**config.mk**
```make
export PLATFORM = sky130hd
export DESIGN_NAME = first_difference_z_scan_locator_core
export DESIGN_NICKNAME = d
export VERILOG_FILES = /design/src/hdl/fdzs_pkg.sv /design/src/hdl/first_difference_z_scan_locator_core.sv /design/src/hdl/fdzs_front.sv /design/src/hdl/fdzs_fifo.sv /design/src/hdl/fdzs_back.sv
export SDC_FILE = /design/constraint.sdc
export NUM_CORES = 1
export LEC_CHECK = 0
export ABC_AREA = 1
export BUFFER_PORTS_ARGS = -buffer_cell sky130_fd_sc_hd__buf_2
export CAP_MARGIN = 10
export CELL_PAD_IN_SITES_DETAIL_PLACEMENT = 1
export CELL_PAD_IN_SITES_GLOBAL_PLACEMENT = 2
export CORE_UTILIZATION = 37
export CTS_CLUSTER_SIZE = 20
export DETAILED_ROUTE_END_ITERATION = 10
export PLACE_DENSITY = 0.79
export SYNTH_ARGS = -nofsm -noshare
export SYNTH_HDL_FRONTEND = slang
export SYNTH_SLANG_ARGS = --single-unit
```
**constraint.sdc**
```tcl
create_clock -name aclk -period 7.4 [get_ports aclk]
set_clock_uncertainty 0.15 [all_clocks]
set_input_delay 1.48 -clock aclk [delete_from_list [all_inputs] [get_ports aclk]]
set_output_delay 1.48 -clock aclk [all_outputs]
set_load 0.05 [all_outputs]
```
**src/hdl/fdzs_pkg.sv**
```systemverilog
// Shared types, constants and z-order helpers for the first-difference z-scan locator.
// No dependencies; every other file refers to this package by scoped names.
package fdzs_pkg;

    localparam int MAX_WIDTH  = 4096;
    localparam int MAX_HEIGHT = 4096;
    localparam int UNIT_SIZE  = 64;

    localparam int COORD_BITS    = 12;
    localparam int DIM_BITS      = 13;
    localparam int COLOR_BITS    = 8;
    localparam int PART_BITS     = 8;
    localparam int UNIT_IDX_BITS = 12;
    localparam int UNIT_BITS     = $clog2(UNIT_SIZE);
    localparam int ZLEVELS       = UNIT_BITS - 2;
    localparam int Z_BITS        = 2 * ZLEVELS;
    localparam int KEY_BITS      = UNIT_IDX_BITS + Z_BITS;
    localparam int UA_BITS       = $clog2(MAX_WIDTH / UNIT_SIZE) + 1;
    localparam int ROW_BITS      = COORD_BITS - UNIT_BITS;
    localparam int PROD_BITS     = ROW_BITS + UA_BITS;
    localparam int STEP_BITS     = $clog2(UNIT_IDX_BITS);
    localparam int OY_BITS       = UNIT_IDX_BITS + UNIT_BITS;
    localparam int OX_BITS       = UA_BITS + UNIT_BITS;

    localparam int QUEUE_DEPTH = 2;
    localparam int QPTR_BITS   = $clog2(QUEUE_DEPTH);

    localparam logic [COLOR_BITS-1:0] GRAY_LEVEL = COLOR_BITS'(130);

    localparam int CFG_INDEX_BITS = 2;
    localparam logic [CFG_INDEX_BITS-1:0] REG_FRAME_WIDTH  = 2'd0;
    localparam logic [CFG_INDEX_BITS-1:0] REG_FRAME_HEIGHT = 2'd1;
    localparam logic [CFG_INDEX_BITS-1:0] REG_MARK_MODE    = 2'd2;

    typedef struct packed {
        logic [DIM_BITS-1:0] frame_width;
        logic [DIM_BITS-1:0] frame_height;
        logic                mark_mode;
    } cfg_t;

    // Per-frame outcome handed from the front end to the decoder.
    typedef struct packed {
        logic                found;
        logic [KEY_BITS-1:0] key;
    } frame_result_t;

    typedef enum logic [1:0] {
        BK_IDLE,
        BK_DIVIDE,
        BK_COUNT,
        BK_OUTPUT
    } back_state_t;

    function automatic logic [DIM_BITS-1:0] eff_width(input logic [DIM_BITS-1:0] w);
        return (w > DIM_BITS'(MAX_WIDTH)) ? DIM_BITS'(MAX_WIDTH) : w;
    endfunction

    function automatic logic [DIM_BITS-1:0] eff_height(input logic [DIM_BITS-1:0] h);
        return (h > DIM_BITS'(MAX_HEIGHT)) ? DIM_BITS'(MAX_HEIGHT) : h;
    endfunction

    // Units per row, at least one.
    function automatic logic [UA_BITS-1:0] units_across(input logic [DIM_BITS-1:0] w_eff);
        logic [DIM_BITS:0]    sum;
        logic [UA_BITS-1:0]   ua;
        sum = {1'b0, w_eff} + (DIM_BITS+1)'(UNIT_SIZE - 1);
        ua  = UA_BITS'(sum >> UNIT_BITS);
        if (ua == '0) begin
            ua = UA_BITS'(1);
        end
        return ua;
    endfunction

    function automatic logic [Z_BITS-1:0] z_interleave(input logic [ZLEVELS-1:0] bx,
                                                       input logic [ZLEVELS-1:0] by);
        logic [Z_BITS-1:0] z;
        z = '0;
        for (int i = 0; i < ZLEVELS; i++) begin
            z[2*i]   = bx[i];
            z[2*i+1] = by[i];
        end
        return z;
    endfunction

    function automatic logic [ZLEVELS-1:0] z_col(input logic [Z_BITS-1:0] z);
        logic [ZLEVELS-1:0] c;
        for (int i = 0; i < ZLEVELS; i++) begin
            c[i] = z[2*i];
        end
        return c;
    endfunction

    function automatic logic [ZLEVELS-1:0] z_row(input logic [Z_BITS-1:0] z);
        logic [ZLEVELS-1:0] r;
        for (int i = 0; i < ZLEVELS; i++) begin
            r[i] = z[2*i+1];
        end
        return r;
    endfunction

endpackage

```
**src/hdl/first_difference_z_scan_locator_core.sv**
```systemverilog
// Top level of the first-difference z-scan locator: config registers, front end,
// result queue and decoder. Depends on fdzs_pkg, fdzs_front, fdzs_fifo, fdzs_back.
//
//  group   direction  carries
//  s_*     in         one pixel word per handshake; tlast marks the frame's last pixel
//  m_*     out        one result word per frame; tuser is the found flag
//  cfg_*   in         register writes, index 0 width, 1 height, 2 mark mode
//
// Pixels are taken one per cycle; the front end has two stages (key, then minimum).
// The decoder takes a frame result with nothing differing straight to output; else it runs
// the divider and then the part-count sweep up to z, the block's z index (up to 255),
// before it shows. Reset is synchronous, active low; no clearing pass.
// Pixel input stalls only when two frame results wait in the queue.
module first_difference_z_scan_locator_core (
    input  logic                                  aclk,
    input  logic                                  aresetn,
    input  logic                                  s_tvalid,
    output logic                                  s_tready,
    // pixel_x[11:0], pixel_y[23:12], red[31:24], green[39:32], blue[47:40]
    input  logic [47:0]                           s_tdata,
    input  logic                                  s_tlast,
    output logic                                  m_tvalid,
    input  logic                                  m_tready,
    // unit_index[11:0], first_x[23:12], first_y[35:24], part_index[43:36], zeros above
    output logic [47:0]                           m_tdata,
    // found[0]
    output logic                                  m_tuser,
    input  logic                                  cfg_wr_en,
    input  logic [fdzs_pkg::CFG_INDEX_BITS-1:0]   cfg_index,
    input  logic [fdzs_pkg::DIM_BITS-1:0]         cfg_wdata
);

    fdzs_pkg::cfg_t                         cfg_reg;
    fdzs_pkg::frame_result_t                front_res;
    fdzs_pkg::frame_result_t                queue_res;
    logic                                   front_res_valid;
    logic                                   front_res_ready;
    logic                                   queue_valid;
    logic                                   queue_ready;
    logic [fdzs_pkg::UNIT_IDX_BITS-1:0]     unit_index;
    logic [fdzs_pkg::COORD_BITS-1:0]        first_x;
    logic [fdzs_pkg::COORD_BITS-1:0]        first_y;
    logic [fdzs_pkg::PART_BITS-1:0]         part_index;

    always_ff @(posedge aclk) begin
        if (!aresetn) begin
            cfg_reg.frame_width  <= fdzs_pkg::DIM_BITS'(1920);
            cfg_reg.frame_height <= fdzs_pkg::DIM_BITS'(1080);
            cfg_reg.mark_mode    <= 1'b0;
        end else if (cfg_wr_en) begin
            case (cfg_index)
                fdzs_pkg::REG_FRAME_WIDTH:  cfg_reg.frame_width  <= cfg_wdata;
                fdzs_pkg::REG_FRAME_HEIGHT: cfg_reg.frame_height <= cfg_wdata;
                fdzs_pkg::REG_MARK_MODE:    cfg_reg.mark_mode    <= cfg_wdata[0];
                default: ;
            endcase
        end
    end

    fdzs_front u_front (
        .aclk      (aclk),
        .aresetn   (aresetn),
        .cfg       (cfg_reg),
        .s_valid   (s_tvalid),
        .s_ready   (s_tready),
        .pixel_x   (s_tdata[11:0]),
        .pixel_y   (s_tdata[23:12]),
        .red       (s_tdata[31:24]),
        .green     (s_tdata[39:32]),
        .blue      (s_tdata[47:40]),
        .frame_end (s_tlast),
        .res_valid (front_res_valid),
        .res_ready (front_res_ready),
        .res       (front_res)
    );

    fdzs_fifo u_queue (
        .aclk      (aclk),
        .aresetn   (aresetn),
        .in_valid  (front_res_valid),
        .in_ready  (front_res_ready),
        .in_data   (front_res),
        .out_valid (queue_valid),
        .out_ready (queue_ready),
        .out_data  (queue_res)
    );

    fdzs_back u_back (
        .aclk       (aclk),
        .aresetn    (aresetn),
        .cfg        (cfg_reg),
        .in_valid   (queue_valid),
        .in_ready   (queue_ready),
        .in_data    (queue_res),
        .m_valid    (m_tvalid),
        .m_ready    (m_tready),
        .found      (m_tuser),
        .unit_index (unit_index),
        .first_x    (first_x),
        .first_y    (first_y),
        .part_index (part_index)
    );

    assign m_tdata = {4'b0000, part_index, first_y, first_x, unit_index};

endmodule

```
**src/hdl/fdzs_front.sv**
```systemverilog
// Front end: classifies each pixel, forms its (unit, z) key and keeps the frame minimum.
// Depends on fdzs_pkg.
module fdzs_front (
    input  logic                                  aclk,
    input  logic                                  aresetn,
    input  fdzs_pkg::cfg_t                        cfg,
    input  logic                                  s_valid,
    output logic                                  s_ready,
    input  logic [fdzs_pkg::COORD_BITS-1:0]       pixel_x,
    input  logic [fdzs_pkg::COORD_BITS-1:0]       pixel_y,
    input  logic [fdzs_pkg::COLOR_BITS-1:0]       red,
    input  logic [fdzs_pkg::COLOR_BITS-1:0]       green,
    input  logic [fdzs_pkg::COLOR_BITS-1:0]       blue,
    input  logic                                  frame_end,
    output logic                                  res_valid,
    input  logic                                  res_ready,
    output fdzs_pkg::frame_result_t               res
);

    logic [fdzs_pkg::DIM_BITS-1:0]      w_eff;
    logic [fdzs_pkg::DIM_BITS-1:0]      h_eff;
    logic [fdzs_pkg::UA_BITS-1:0]       ua;
    logic                               differs;
    logic                               in_pic;
    logic [fdzs_pkg::PROD_BITS-1:0]     unit_sum;
    logic [fdzs_pkg::KEY_BITS-1:0]      key;
    logic                               accept;

    logic                               st1_valid_reg;
    logic                               st1_hit_reg;
    logic                               st1_last_reg;
    logic [fdzs_pkg::KEY_BITS-1:0]      st1_key_reg;
    logic                               st1_go;

    logic                               any_found_reg;
    logic [fdzs_pkg::KEY_BITS-1:0]      best_key_reg;
    logic                               take;
    logic                               merged_found;
    logic [fdzs_pkg::KEY_BITS-1:0]      merged_key;

    always_comb begin
        w_eff = fdzs_pkg::eff_width(cfg.frame_width);
        h_eff = fdzs_pkg::eff_height(cfg.frame_height);
        ua    = fdzs_pkg::units_across(w_eff);
        if (cfg.mark_mode) begin
            differs = (red != '0) || (green != '0) || (blue != '0);
        end else begin
            differs = (red != fdzs_pkg::GRAY_LEVEL) || (green != fdzs_pkg::GRAY_LEVEL) ||
                      (blue != fdzs_pkg::GRAY_LEVEL);
        end
        in_pic   = ({1'b0, pixel_x} < w_eff) && ({1'b0, pixel_y} < h_eff);
        unit_sum = fdzs_pkg::PROD_BITS'(pixel_y[fdzs_pkg::COORD_BITS-1:fdzs_pkg::UNIT_BITS])
                 * fdzs_pkg::PROD_BITS'(ua)
                 + fdzs_pkg::PROD_BITS'(pixel_x[fdzs_pkg::COORD_BITS-1:fdzs_pkg::UNIT_BITS]);
        key = {unit_sum[fdzs_pkg::UNIT_IDX_BITS-1:0],
               fdzs_pkg::z_interleave(pixel_x[fdzs_pkg::UNIT_BITS-1:2],
                                      pixel_y[fdzs_pkg::UNIT_BITS-1:2])};
    end

    // A frame end can only leave stage 1 when the queue has room.
    assign st1_go  = st1_valid_reg && (!st1_last_reg || res_ready);
    assign s_ready = !st1_valid_reg || st1_go;
    assign accept  = s_valid && s_ready;

    always_ff @(posedge aclk) begin
        if (!aresetn) begin
            st1_valid_reg <= 1'b0;
        end else if (s_ready) begin
            st1_valid_reg <= s_valid;
        end
    end

    always_ff @(posedge aclk) begin
        if (accept) begin
            st1_hit_reg  <= differs && in_pic;
            st1_last_reg <= frame_end;
            st1_key_reg  <= key;
        end
    end

    always_comb begin
        take         = st1_hit_reg && (!any_found_reg || (st1_key_reg < best_key_reg));
        merged_found = any_found_reg || st1_hit_reg;
        merged_key   = take ? st1_key_reg : best_key_reg;
    end

    assign res_valid = st1_valid_reg && st1_last_reg;
    assign res.found = merged_found;
    assign res.key   = merged_key;

    always_ff @(posedge aclk) begin
        if (!aresetn) begin
            any_found_reg <= 1'b0;
            best_key_reg  <= '1;
        end else if (st1_go) begin
            if (st1_last_reg) begin
                any_found_reg <= 1'b0;
                best_key_reg  <= '1;
            end else begin
                any_found_reg <= merged_found;
                best_key_reg  <= merged_key;
            end
        end
    end

    a_clear_after_end: assert property (@(posedge aclk) disable iff (!aresetn)
        st1_go && st1_last_reg |=> !any_found_reg)
        else $error("minimum not cleared after frame end");

    a_found_has_key: assert property (@(posedge aclk) disable iff (!aresetn)
        st1_go && !st1_last_reg && st1_hit_reg |=> any_found_reg)
        else $error("differing pixel did not set found");

endmodule

```
**src/hdl/fdzs_fifo.sv**
```systemverilog
// Short queue of per-frame results between the front end and the decoder.
// Depends on fdzs_pkg.
module fdzs_fifo (
    input  logic                      aclk,
    input  logic                      aresetn,
    input  logic                      in_valid,
    output logic                      in_ready,
    input  fdzs_pkg::frame_result_t   in_data,
    output logic                      out_valid,
    input  logic                      out_ready,
    output fdzs_pkg::frame_result_t   out_data
);

    fdzs_pkg::frame_result_t              entry_reg [fdzs_pkg::QUEUE_DEPTH];
    logic [fdzs_pkg::QPTR_BITS-1:0]       wr_ptr_reg;
    logic [fdzs_pkg::QPTR_BITS-1:0]       rd_ptr_reg;
    logic [fdzs_pkg::QPTR_BITS:0]         count_reg;
    logic                                 push;
    logic                                 pop;

    assign in_ready  = (count_reg != (fdzs_pkg::QPTR_BITS+1)'(fdzs_pkg::QUEUE_DEPTH));
    assign out_valid = (count_reg != '0);
    assign out_data  = entry_reg[rd_ptr_reg];
    assign push      = in_valid && in_ready;
    assign pop       = out_valid && out_ready;

    always_ff @(posedge aclk) begin
        if (push) begin
            entry_reg[wr_ptr_reg] <= in_data;
        end
    end

    always_ff @(posedge aclk) begin
        if (!aresetn) begin
            wr_ptr_reg <= '0;
            rd_ptr_reg <= '0;
            count_reg  <= '0;
        end else begin
            if (push) begin
                wr_ptr_reg <= wr_ptr_reg + 1'b1;
            end
            if (pop) begin
                rd_ptr_reg <= rd_ptr_reg + 1'b1;
            end
            if (push && !pop) begin
                count_reg <= count_reg + 1'b1;
            end else if (pop && !push) begin
                count_reg <= count_reg - 1'b1;
            end
        end
    end

    a_count_bound: assert property (@(posedge aclk) disable iff (!aresetn)
        count_reg <= (fdzs_pkg::QPTR_BITS+1)'(fdzs_pkg::QUEUE_DEPTH))
        else $error("queue overflow");

endmodule

```
**src/hdl/fdzs_back.sv**
```systemverilog
// Back end: decodes a frame's best key into unit origin, block corner and part index.
// Uses a restoring divider for the unit row/column and a z-order sweep for the count.
// Depends on fdzs_pkg.
module fdzs_back (
    input  logic                                 aclk,
    input  logic                                 aresetn,
    input  fdzs_pkg::cfg_t                       cfg,
    input  logic                                 in_valid,
    output logic                                 in_ready,
    input  fdzs_pkg::frame_result_t              in_data,
    output logic                                 m_valid,
    input  logic                                 m_ready,
    output logic                                 found,
    output logic [fdzs_pkg::UNIT_IDX_BITS-1:0]   unit_index,
    output logic [fdzs_pkg::COORD_BITS-1:0]      first_x,
    output logic [fdzs_pkg::COORD_BITS-1:0]      first_y,
    output logic [fdzs_pkg::PART_BITS-1:0]       part_index
);

    fdzs_pkg::back_state_t                 state_reg, state_next;
    logic                                  found_reg, found_next;
    logic [fdzs_pkg::KEY_BITS-1:0]         key_reg, key_next;
    logic [fdzs_pkg::UNIT_IDX_BITS-1:0]    quo_reg, quo_next;
    logic [fdzs_pkg::UA_BITS-1:0]          rem_reg, rem_next;
    logic [fdzs_pkg::STEP_BITS-1:0]        step_reg, step_next;
    logic [fdzs_pkg::Z_BITS-1:0]           cnt_reg, cnt_next;
    logic [fdzs_pkg::PART_BITS-1:0]        parts_reg, parts_next;
    logic [fdzs_pkg::COORD_BITS-1:0]       x_reg, x_next;
    logic [fdzs_pkg::COORD_BITS-1:0]       y_reg, y_next;

    logic [fdzs_pkg::DIM_BITS-1:0]         w_eff;
    logic [fdzs_pkg::DIM_BITS-1:0]         h_eff;
    logic [fdzs_pkg::UA_BITS-1:0]          ua;
    logic [fdzs_pkg::UA_BITS:0]            trial;
    logic                                  ge;
    logic [fdzs_pkg::Z_BITS-1:0]           z;
    logic [fdzs_pkg::OX_BITS-1:0]          ox;
    logic [fdzs_pkg::OY_BITS-1:0]          oy;
    logic [fdzs_pkg::OX_BITS-1:0]          cx_pos;
    logic [fdzs_pkg::OY_BITS-1:0]          cy_pos;
    logic [fdzs_pkg::OX_BITS-1:0]          bx_pos;
    logic [fdzs_pkg::OY_BITS-1:0]          by_pos;
    logic                                  inside_pic;

    always_ff @(posedge aclk) begin
        if (!aresetn) begin
            state_reg <= fdzs_pkg::BK_IDLE;
        end else begin
            state_reg <= state_next;
        end
    end

    always_ff @(posedge aclk) begin
        found_reg <= found_next;
        key_reg   <= key_next;
        quo_reg   <= quo_next;
        rem_reg   <= rem_next;
        step_reg  <= step_next;
        cnt_reg   <= cnt_next;
        parts_reg <= parts_next;
        x_reg     <= x_next;
        y_reg     <= y_next;
    end

    always_comb begin
        w_eff = fdzs_pkg::eff_width(cfg.frame_width);
        h_eff = fdzs_pkg::eff_height(cfg.frame_height);
        ua    = fdzs_pkg::units_across(w_eff);

        // one restoring-division step on the unit index
        trial = {rem_reg, quo_reg[fdzs_pkg::UNIT_IDX_BITS-1]};
        ge    = (trial >= {1'b0, ua});

        z      = key_reg[fdzs_pkg::Z_BITS-1:0];
        ox     = fdzs_pkg::OX_BITS'({rem_reg, {fdzs_pkg::UNIT_BITS{1'b0}}});
        oy     = {quo_reg, {fdzs_pkg::UNIT_BITS{1'b0}}};
        cx_pos = ox + fdzs_pkg::OX_BITS'({fdzs_pkg::z_col(cnt_reg), 2'b00});
        cy_pos = oy + fdzs_pkg::OY_BITS'({fdzs_pkg::z_row(cnt_reg), 2'b00});
        bx_pos = ox + fdzs_pkg::OX_BITS'({fdzs_pkg::z_col(z), 2'b00});
        by_pos = oy + fdzs_pkg::OY_BITS'({fdzs_pkg::z_row(z), 2'b00});
        inside_pic = (fdzs_pkg::DIM_BITS'(cx_pos) < w_eff) &&
                     (cy_pos < fdzs_pkg::OY_BITS'(h_eff));

        state_next = state_reg;
        found_next = found_reg;
        key_next   = key_reg;
        quo_next   = quo_reg;
        rem_next   = rem_reg;
        step_next  = step_reg;
        cnt_next   = cnt_reg;
        parts_next = parts_reg;
        x_next     = x_reg;
        y_next     = y_reg;
        in_ready   = 1'b0;
        m_valid    = 1'b0;

        case (state_reg)
            fdzs_pkg::BK_IDLE: begin
                in_ready = 1'b1;
                if (in_valid) begin
                    found_next = in_data.found;
                    key_next   = in_data.found ? in_data.key : '0;
                    quo_next   = in_data.key[fdzs_pkg::KEY_BITS-1:fdzs_pkg::Z_BITS];
                    rem_next   = '0;
                    step_next  = '0;
                    cnt_next   = '0;
                    parts_next = '0;
                    x_next     = '0;
                    y_next     = '0;
                    state_next = in_data.found ? fdzs_pkg::BK_DIVIDE : fdzs_pkg::BK_OUTPUT;
                end
            end
            fdzs_pkg::BK_DIVIDE: begin
                quo_next = {quo_reg[fdzs_pkg::UNIT_IDX_BITS-2:0], ge};
                rem_next = ge ? fdzs_pkg::UA_BITS'(trial - {1'b0, ua})
                              : trial[fdzs_pkg::UA_BITS-1:0];
                if (step_reg == fdzs_pkg::STEP_BITS'(fdzs_pkg::UNIT_IDX_BITS - 1)) begin
                    state_next = fdzs_pkg::BK_COUNT;
                end else begin
                    step_next = step_reg + 1'b1;
                end
            end
            fdzs_pkg::BK_COUNT: begin
                if (cnt_reg == z) begin
                    x_next     = bx_pos[fdzs_pkg::COORD_BITS-1:0];
                    y_next     = by_pos[fdzs_pkg::COORD_BITS-1:0];
                    state_next = fdzs_pkg::BK_OUTPUT;
                end else begin
                    if (inside_pic) begin
                        parts_next = parts_reg + 1'b1;
                    end
                    cnt_next = cnt_reg + 1'b1;
                end
            end
            fdzs_pkg::BK_OUTPUT: begin
                m_valid = 1'b1;
                if (m_ready) begin
                    state_next = fdzs_pkg::BK_IDLE;
                end
            end
            default: begin
                state_next = fdzs_pkg::BK_IDLE;
            end
        endcase
    end

    assign found      = found_reg;
    assign unit_index = key_reg[fdzs_pkg::KEY_BITS-1:fdzs_pkg::Z_BITS];
    assign first_x    = x_reg;
    assign first_y    = y_reg;
    assign part_index = parts_reg;

    a_sweep_bound: assert property (@(posedge aclk) disable iff (!aresetn)
        state_reg == fdzs_pkg::BK_COUNT |-> cnt_reg <= z)
        else $error("z sweep ran past the found block");

    a_parts_bound: assert property (@(posedge aclk) disable iff (!aresetn)
        state_reg == fdzs_pkg::BK_COUNT || state_reg == fdzs_pkg::BK_OUTPUT
        |-> parts_reg <= cnt_reg)
        else $error("part count exceeds blocks swept");

    a_empty_result: assert property (@(posedge aclk) disable iff (!aresetn)
        m_valid && !found |-> unit_index == '0 && first_x == '0 && first_y == '0 &&
                              part_index == '0)
        else $error("result without difference is not cleared");

endmodule

```
# After elaboration in Yosys (flattened, before gate mapping)
# Memories as Yosys holds them, arrays and structs flattened. A register that Yosys moved wholly into a read port is not among the register bits.
# Index checks and enable logic that the tools add are counted.
# totals
register_bits	161
ramBits	42
input_bits	69
memories	1
# memory_table
name	depth	word_bits	rd	rd_ports_with_merged_regs	wr	line	rtl
u_queue.entry_reg	2	21	1	1	1	fdzs_fifo.sv:14	fdzs_pkg::frame_result_t entry_reg [fdzs_pkg::QUEUE_DEPTH];
# classes
n_addsub	14
mul	1
magnitude_cmp	8
n_eq_ne	18
n_mux	40
reduce_logical	44
# op_table
op	count
12-bit one-hot mux with 2 select lines	3
12-bit 2-to-1 mux	4
20-bit 2-to-1 mux	2
12-bit by 6-bit adder with 12-bit output	3
8-bit 2-to-1 mux	4
8-bit one-hot mux with 2 select lines	2
13-bit > comparator (second input constant)	2
12-bit by 13-bit less-than comparator with 1-bit output	2
13-bit 2-to-1 mux	2
8-bit != test (second input constant)	3
8-bit nonzero test	3
7-bit 2-to-1 mux	3
20-bit less-than comparator	1
18-bit by 6-bit adder with 18-bit output	1
18-bit by 13-bit less-than comparator with 1-bit output	1
8-bit by 1-bit adder with 8-bit output (second input constant)	2
2-bit 2-to-1 mux	7
7-bit one-hot mux with 2 select lines	1
13-bit by 6-bit adder with 13-bit output	1
13-bit by 6-bit adder with 13-bit output (second input constant)	1
13-bit less-than comparator	1
6-bit by 7-bit multiplier with 12-bit output	1
1-bit logical AND	11
2-bit != test (second input constant)	5
23 further kinds	59

# Depth between registers and ports, before layout
# Gate-level depths: netlist of run 1.
# logic_depth
word_depth	8
ltp_mapped	29
depth_no_buf	28

# Hierarchy
# A second synthesis of run 1 with hierarchy kept.
# unflattened
cells_unflattened	1441
area_unflattened_um2	12537.0
# modules_own_cells
module	n_inst	cells_each	area_each_um2
fdzs_back	1	530	4813.4
fdzs_front	1	640	4725.8
fdzs_fifo	1	102	1841.8
first_difference_z_scan_locator_core	1	169	1156.1

# Worst setup path before layout of run 1
# No wires, ideal clock.
# synth_timing
path_type	input port to flip-flop
from	input s_tdata[20]
to	register u_front.st1_key_reg[19] (netlist bit), data pin
setup_ns	0.262
t_arrival_ns	4.895
required_ns	6.988
path_slack_ns	2.093
stages	17
path_cell_list	inv_1 nor2_1 fa_1 inv_1 fa_1 inv_1 fa_1 inv_1 fa_1 inv_1 ha_1 nand2_1 o21ai_0 nand2_1 o2111ai_1 xor2_1 xnor2_2
# synth_between
elab_chain_cells	2
# synth_rtl
item	line	rtl
start: declaration	first_difference_z_scan_locator_core.sv:20	input logic [47:0] s_tdata,
6-bit by 7-bit multiplier with 12-bit output	fdzs_front.sv:53	* fdzs_pkg::PROD_BITS'(ua)
12-bit by 6-bit adder with 12-bit output	fdzs_front.sv:54	+ fdzs_pkg::PROD_BITS'(pixel_x[fdzs_pkg::COORD_BITS-1:fdzs_pkg::UNIT_BITS]);
net u_front.unit_sum, one bit	fdzs_front.sv:25	logic [fdzs_pkg::PROD_BITS-1:0] unit_sum;
end signal: assignment	fdzs_front.sv:77	st1_key_reg <= key;
end: declaration	fdzs_front.sv:32	logic [fdzs_pkg::KEY_BITS-1:0] st1_key_reg;
# The timed path passes the listed nets, and every way through them passes these cells.
# A chain may end at the register's enable or synchronous reset.

# Final worst setup path of run 1
# layout_timing
from	register cfg_reg[16] (netlist bit)
to	register u_front.st1_key_reg[19] (netlist bit), data pin
# layout_between
elab_chain_cells	7
# layout_rtl
item	line	rtl
start: declaration	first_difference_z_scan_locator_core.sv:33	fdzs_pkg::cfg_t cfg_reg;
13-bit > comparator	fdzs_pkg.sv:55	return (w > DIM_BITS'(MAX_WIDTH)) ? DIM_BITS'(MAX_WIDTH) : w;
13-bit 2-to-1 mux (*)	fdzs_pkg.sv:55	
13-bit by 6-bit adder with 13-bit output (*)	fdzs_pkg.sv:66	sum = {1'b0, w_eff} + (DIM_BITS+1)'(UNIT_SIZE - 1);
7-bit logical NOT	fdzs_pkg.sv:68	if (ua == '0) begin
7-bit 2-to-1 mux (*)	fdzs_pkg.sv:68	
6-bit by 7-bit multiplier with 12-bit output (*)	fdzs_front.sv:53	
12-bit by 6-bit adder with 12-bit output (*)	fdzs_front.sv:54	
net u_front.unit_sum, one bit	fdzs_front.sv:25	
# The timed path passes the listed nets; every way through them passes the cells marked *.

==> results.json, run 1 <==
{
  "outcome": "finished, violations left",
  "violations": "design-rule violations",
  "cts_sinks": 200,
  "p_comb_share_pct": 43.5,
  "crit_path_start_kind": "flop",
  "synth-edff-count": 144,
  "setup_viol": 0,
  "yosysUniqueCellTypes": 45,
  "hold_end": "u_queue.rd_ptr_reg$_SDFFE_PN0P_",
  "slowest_stage": "fa_1",
  "max_freq_ghz": 0.171,
  "clkLatencyLatePin_ps": 440,
  "grt-ovfl-total": 0,
  "die_w_um": 180,
  "worstPathRequired_ps": 7440,
  "clockBufferDepth": 2,
  "grt_util_all_layers_pct": 21.0,
  "post-cts-setup-buffer-count": 0,
  "power_switching_mw": 2.22,
  "cts-buffers-inserted": 17,
  "place.gp.congestion": 0.841,
  "area_growth_pct": 13.6,
  "r2r-start": "cfg_reg[16]$_SDFFE_PN0P_",
  "cts.repair.resized": 0,
  "seqPwrFrac_pct": 37.8,
  "dieArea_um2": 32300,
  "ys_seq_area_share_pct": 46.5,
  "p_leak_nw": 6.18,
  "slowest_delay_ps": 550,
  "hold_depth": 1,
  "postCtsHoldBufs": 0,
  "drive_above_1_share_pct": 13.2,
  "via_per_inst": 5.06,
  "cts_tree": "done",
  "drtAntennaViolNets": 0,
  "powerDensity_nw_per_um2": 381,
  "wl_per_cell_um": 18.5,
  "hold_class": "reg2reg",
  "synth_ff_type": "edfxtp_1",
  "grt_pass1_vias": 9490,
  "core_um2": 30800,
  "io_pins": 120,
  "firstDrtPassIters": 9,
  "synth_seq_cells": 200,
  "timing_hold_violations_final": 0,
  "syn_area_per_cell_um2": 9.09,
  "maxSlewViolCount": 0,
  "dp_slack_ps": 1550,
  "min_period_over_period_pct": 79.0,
  "cap_violations": 0,
  "largest_register_ffs": 42,
  "drc_errors": 9,
  "rsz0062_at_grt": "no",
  "end_kind": "flop",
  "clock_power_share_pct": 18.7,
  "antennaDiodeCount": 0,
  "grt_pass1_wl_um": 52400,
  "antenna_found_initial": 0,
  "grt_max_degree": 37,
  "drtIter0Drc": 447,
  "ir_worst_vdd_mv": 0.203,
  "nFillCells": 3590,
  "reg2reg_to": "u_front.st1_key_reg[19]$_DFFE_PP_",
  "core.rowCount": 64,
  "via_count": 9132,
  "critPathLaunch": "cfg_reg[16]$_SDFFE_PN0P_",
  "finalHoldWorstSlack_ps": 313,
  "min_from": "u_queue.rd_ptr_reg$_SDFFE_PN0P_",
  "rr_worst_depth": 28,
  "setup_tns_ps": 0,
  "finalWirelength_um": 33500,
  "fin_ws_ps": 1550,
  "synth_area_um2": 11700,
  "slew-limit-headroom_pct": 34.2,
  "hpwl_um": 25700,
  "netlist_instances": 1287,
  "initial_utilization_pct": 38.0,
  "crit_type": "reg2reg",
  "tightest_slew_ps": 985,
  "crit_arrival_ps": 5890,
  "internal_power_mw": 2.85,
  "numPortBuffers": 111,
  "async_reset_ff_share_pct": 0,
  "clk_pin_slew_ps": 80,
  "swShare_pct": 43.7,
  "rrSetupSlack_ps": 1550,
  "htree_num_levels": 4,
  "root_buffer": "clkbuf_16",
  "fp.dieH_um": 180,
  "fin_crit_ps": 5850,
  "critPathMaxFanout": 13,
  "nets": 1597,
  "ys_warn_count": 0,
  "crit_top_cell": "nand2_1"
}
cells in the final DEF, fill, tap and decap left out, drive strengths merged, types with 4 or more instances in the layout:
| cell | n |
|---|---|
| clkbuf | 18 |
| o21ai | 61 |
| nand4 | 14 |
| or2 | 4 |
| nand2 | 294 |
| conb | 8 |
| xnor2 | 18 |
| mux2i | 12 |
| nor2 | 117 |
| fa | 24 |
| ha | 108 |
| o22ai | 7 |
| edfxtp | 144 |
| a21oi | 92 |
| xor2 | 11 |
| nor4 | 13 |
| clkinv | 4 |
| o21a | 4 |
| buf | 124 |
| inv | 167 |
| dfxtp | 56 |
| nand3 | 69 |
| nor3 | 15 |
metal layers:
metal / routed length (um) / global-route usage (%)
met1: 15700 / 27.5
met2: 16600 / 36.8
met3: 655 / 2.57
met4: 459 / 5.17
met5: 0 / 0
cells in the mapped netlist (15+ instances only):
cell type,number,area share [%]
nand2_1,283,9.1
xnor2_1,17,1.3
dfxtp_1,56,9.6
ha_1,108,12
nor2_1,112,3.6
nor3_1,15,0.64
nand3_1,66,2.8
edfxtp_1,144,37
a21oi_1,92,3.9
fa_1,24,4.1
inv_1,158,5.1
o21ai_0,61,2.6
clkbuf_1,25,0.80
through the flow:
| step | power, mW | std cells | cell area, um^2 | utilization, % |
|---|---|---|---|---|
| after detailed placement | 4.15 | 1771 | 12700 | 41.1 |
| final | 5.07 | 1805 | 13300 | 43.1 |
| after global routing | 5.42 | 1805 | 13300 | 43.1 |
| after global placement | 4.10 | 1771 | 12700 | 41.1 |
| after CTS | 5.11 | 1803 | 13300 | 43.1 |
| after floorplan | 3.50 | 1294 | 11700 | - |
final cells by class:
class / count / area, um^2 / area share (%)
multi-input combinational: 892 / 5500 / 41.4
sequential: 200 / 5450 / 40.9
timing repair buffer: 124 / 664 / 5.00
inverter: 161 / 604 / 4.54
tap: 396 / 495 / 3.73
clock buffer: 18 / 429 / 3.23
clock inverter: 14 / 159 / 1.19
cells by family after synthesis:
group / share of synthesized area [%]
AND/OR/NAND/NOR: 19.3
buffers and inverters: 6.82
flip-flops: 46.5
AO/OA/AOI/OAI: 8.40
adder cells (fa/ha/maj): 15.7
XOR/XNOR: 2.23
multiplexers: 1.03
other: 0.0320
how the worst max path moves through the flow:
stage,cells after the start,to
3_3_place_gp,28,u_front.st1_key_reg[19]$_DFFE_PP_
5_1_grt,28,u_front.st1_key_reg[19]$_DFFE_PP_
6_report,28,u_front.st1_key_reg[19]$_DFFE_PP_
3_5_place_dp,28,u_front.st1_key_reg[19]$_DFFE_PP_
4_1_cts,28,u_front.st1_key_reg[19]$_DFFE_PP_
2_1_floorplan,17,u_front.st1_key_reg[19]$_DFFE_PP_
worst max-delay path: cells and delay by family (launching register included):
family	cells	cell delay (ps)
AOI/OAI and AO/OA	2	340
and+or+nand+nor	15	1770
DFF	1	340
buffers and inverters	4	230
xor gates and xnor gates	2	350
adders and majority gates	5	2430
power groups by stage:
stage	clock, mW	sequential [mW]	combinational (mW)
5_1_grt	1.01	1.95	2.46
4_1_cts	0.970	1.93	2.21
3_3_place_gp	0	1.95	2.15
3_5_place_dp	0	1.95	2.20
6_report	0.948	1.92	2.20
2_1_floorplan	0	2.26	1.24
No activity file was read; power rests on OpenSTA's default activity.
==> run 2: changes to the inputs <==
==> constraint.sdc (replaced) <==
create_clock -name aclk -period 5.7 [get_ports aclk]
set_clock_uncertainty 0.15 [all_clocks]
set_input_delay 1.14 -clock aclk [delete_from_list [all_inputs] [get_ports aclk]]
set_output_delay 1.14 -clock aclk [all_outputs]
set_load 0.05 [all_outputs]
==> results.json, run 2 (synthesis gave the netlist of run 1 again) <==
{
  "grt_pass1_wl_um": 52200,
  "wl_per_cell_um": 18.3,
  "powerDensity_nw_per_um2": 494,
  "grt_pass1_vias": 9558,
  "hpwl_um": 25500,
  "final_cell_mix": "279 x nand2_1, 158 x inv_1, 144 x edfxtp_1",
  "via_count": 9301,
  "cts_tree": "done",
  "numPortBuffers": 111,
  "drc_errors": 9,
  "hold_class": "reg2reg",
  "place.gp.congestion": 0.817,
  "grt_max_degree": 37,
  "slowest_delay_ps": 530,
  "critPathTopFamily": "adder cells",
  "clock_power_share_pct": 18.8,
  "cap_violations": 0,
  "nets": 1610,
  "core.rowCount": 64,
  "power_switching_mw": 2.87,
  "setup_tns_ps": 0,
  "clockBufferDepth": 2,
  "fin_crit_ps": 5370,
  "drive_above_1_share_pct": 14.6,
  "die_w_um": 180,
  "max_freq_ghz": 0.186,
  "io_pins": 120,
  "place_area_um2": 12800,
  "firstDrtPassIters": 8,
  "clkLatencyLatePin_ps": 440,
  "outcome": "finished, violations left",
  "setup_viol": 0,
  "htree_num_levels": 4,
  "slowest_stage": "fa_1",
  "clk_pin_slew_ps": 80,
  "grt-ovfl-total": 0,
  "tightest_slew_ps": 1210,
  "seqPwrFrac_pct": 37.6,
  "p_comb_share_pct": 43.6,
  "fp.dieH_um": 180,
  "internal_power_mw": 3.77,
  "grt_util_all_layers_pct": 20.8,
  "slew-limit-headroom_pct": 18.6,
  "postCtsHoldBufs": 0,
  "crit_top_cell": "nand2_1",
  "timing_hold_violations_final": 0,
  "critPathMaxFanout": 7,
  "initial_utilization_pct": 38.0,
  "crit_arrival_ps": 5420,
  "drtAntennaViolNets": 0,
  "crit_path_start_kind": "flop",
  "finalWirelength_um": 33200,
  "fin_ws_ps": 334,
  "end_kind": "flop",
  "antennaDiodeCount": 0,
  "ir_worst_vdd_mv": 0.343,
  "dieArea_um2": 32300,
  "drtIter0Drc": 436,
  "root_buffer": "clkbuf_16",
  "nFillCells": 3630,
  "worstPathRequired_ps": 5750,
  "min_period_over_period_pct": 94.1,
  "swShare_pct": 43.2,
  "violations": "design-rule violations",
  "p_leak_nw": 6.25,
  "via_per_inst": 5.12,
  "cts_sinks": 200,
  "largest_register_ffs": 42,
  "antenna_found_initial": 0,
  "fin_area_um2": 13400,
  "dp_slack_ps": -46.2,
  "rsz0062_at_grt": "no",
  "maxSlewViolCount": 0,
  "final_common_cell": "nand2_1",
  "cts-buffers-inserted": 17,
  "area_growth_pct": 14.9,
  "core_um2": 30800,
  "crit_buf_inv": 3,
  "crit_type": "reg2reg"
}
[run 2: power groups by stage]
stage / Sequential, mW / Clock [mW] / Combinational [mW]
6_report: 2.50 / 1.25 / 2.90
5_1_grt: 2.55 / 1.33 / 3.23
4_1_cts: 2.51 / 1.27 / 2.88
3_5_place_dp: 2.54 / 0 / 2.87
3_3_place_gp: 2.53 / 0 / 2.79
2_1_floorplan: 2.93 / 0 / 1.60
[run 2: path summary, 6_finish.rpt]
check | from | endpoint | slack (ps) | cells past startpoint
max | cfg_reg[14]$_SDFFE_PN0P_ | u_front.st1_key_reg[19]$_DFFE_PP_ | 330 | 28
min | u_queue.rd_ptr_reg$_SDFFE_PN0P_ | u_queue.rd_ptr_reg$_SDFFE_PN0P_ | 320 | 1
max reg2reg | cfg_reg[14]$_SDFFE_PN0P_ | u_front.st1_key_reg[19]$_DFFE_PP_ | 330 | 28
min reg2reg | u_queue.rd_ptr_reg$_SDFFE_PN0P_ | u_queue.rd_ptr_reg$_SDFFE_PN0P_ | 320 | 1
[run 2: through the flow]
step / power [mW] / cells / util (%) / hold slack (ps)
6_report: 6.65 / 1818 / 43.6 / 321
5_1_grt: 7.11 / 1818 / 43.6 / 360
4_1_cts: 6.66 / 1814 / 43.4 / 313
3_5_place_dp: 5.41 / 1782 / 41.4 / 296
3_3_place_gp: 5.32 / 1782 / 41.4 / 288
2_1_floorplan: 4.54 / 1294 / - / 275
[run 2: cell type report]
class / instances / area, um^2 / share of cell area [%]
well taps: 396 / 495 / 3.69
flip-flops and latches: 200 / 5450 / 40.5
clock inverters: 13 / 165 / 1.23
multi-input cells: 893 / 5550 / 41.3
inverters: 161 / 604 / 4.49
clock buffers: 19 / 433 / 3.22
repair buffers: 136 / 751 / 5.58
[run 2: timing repair]
| item | in CTS | in global routing |
|---|---|---|
| gates cloned | 0 | 1 |
| endpoints found under the setup margin | 1 | 5 |
| buffers inserted | 0 | 2 |
| endpoints found under the hold margin | 0 | 0 |
| pin swaps | 0 | 5 |
| resized for setup | 1 | 11 |
[run 2: per-layer routing]
metal	vias up	track usage [%]	wire [um]
met5	-	0	0
li1	4548	-	-
met4	0	6.66	676
met2	145	35.9	16400
met3	31	2.74	883
met1	4577	27.0	15200
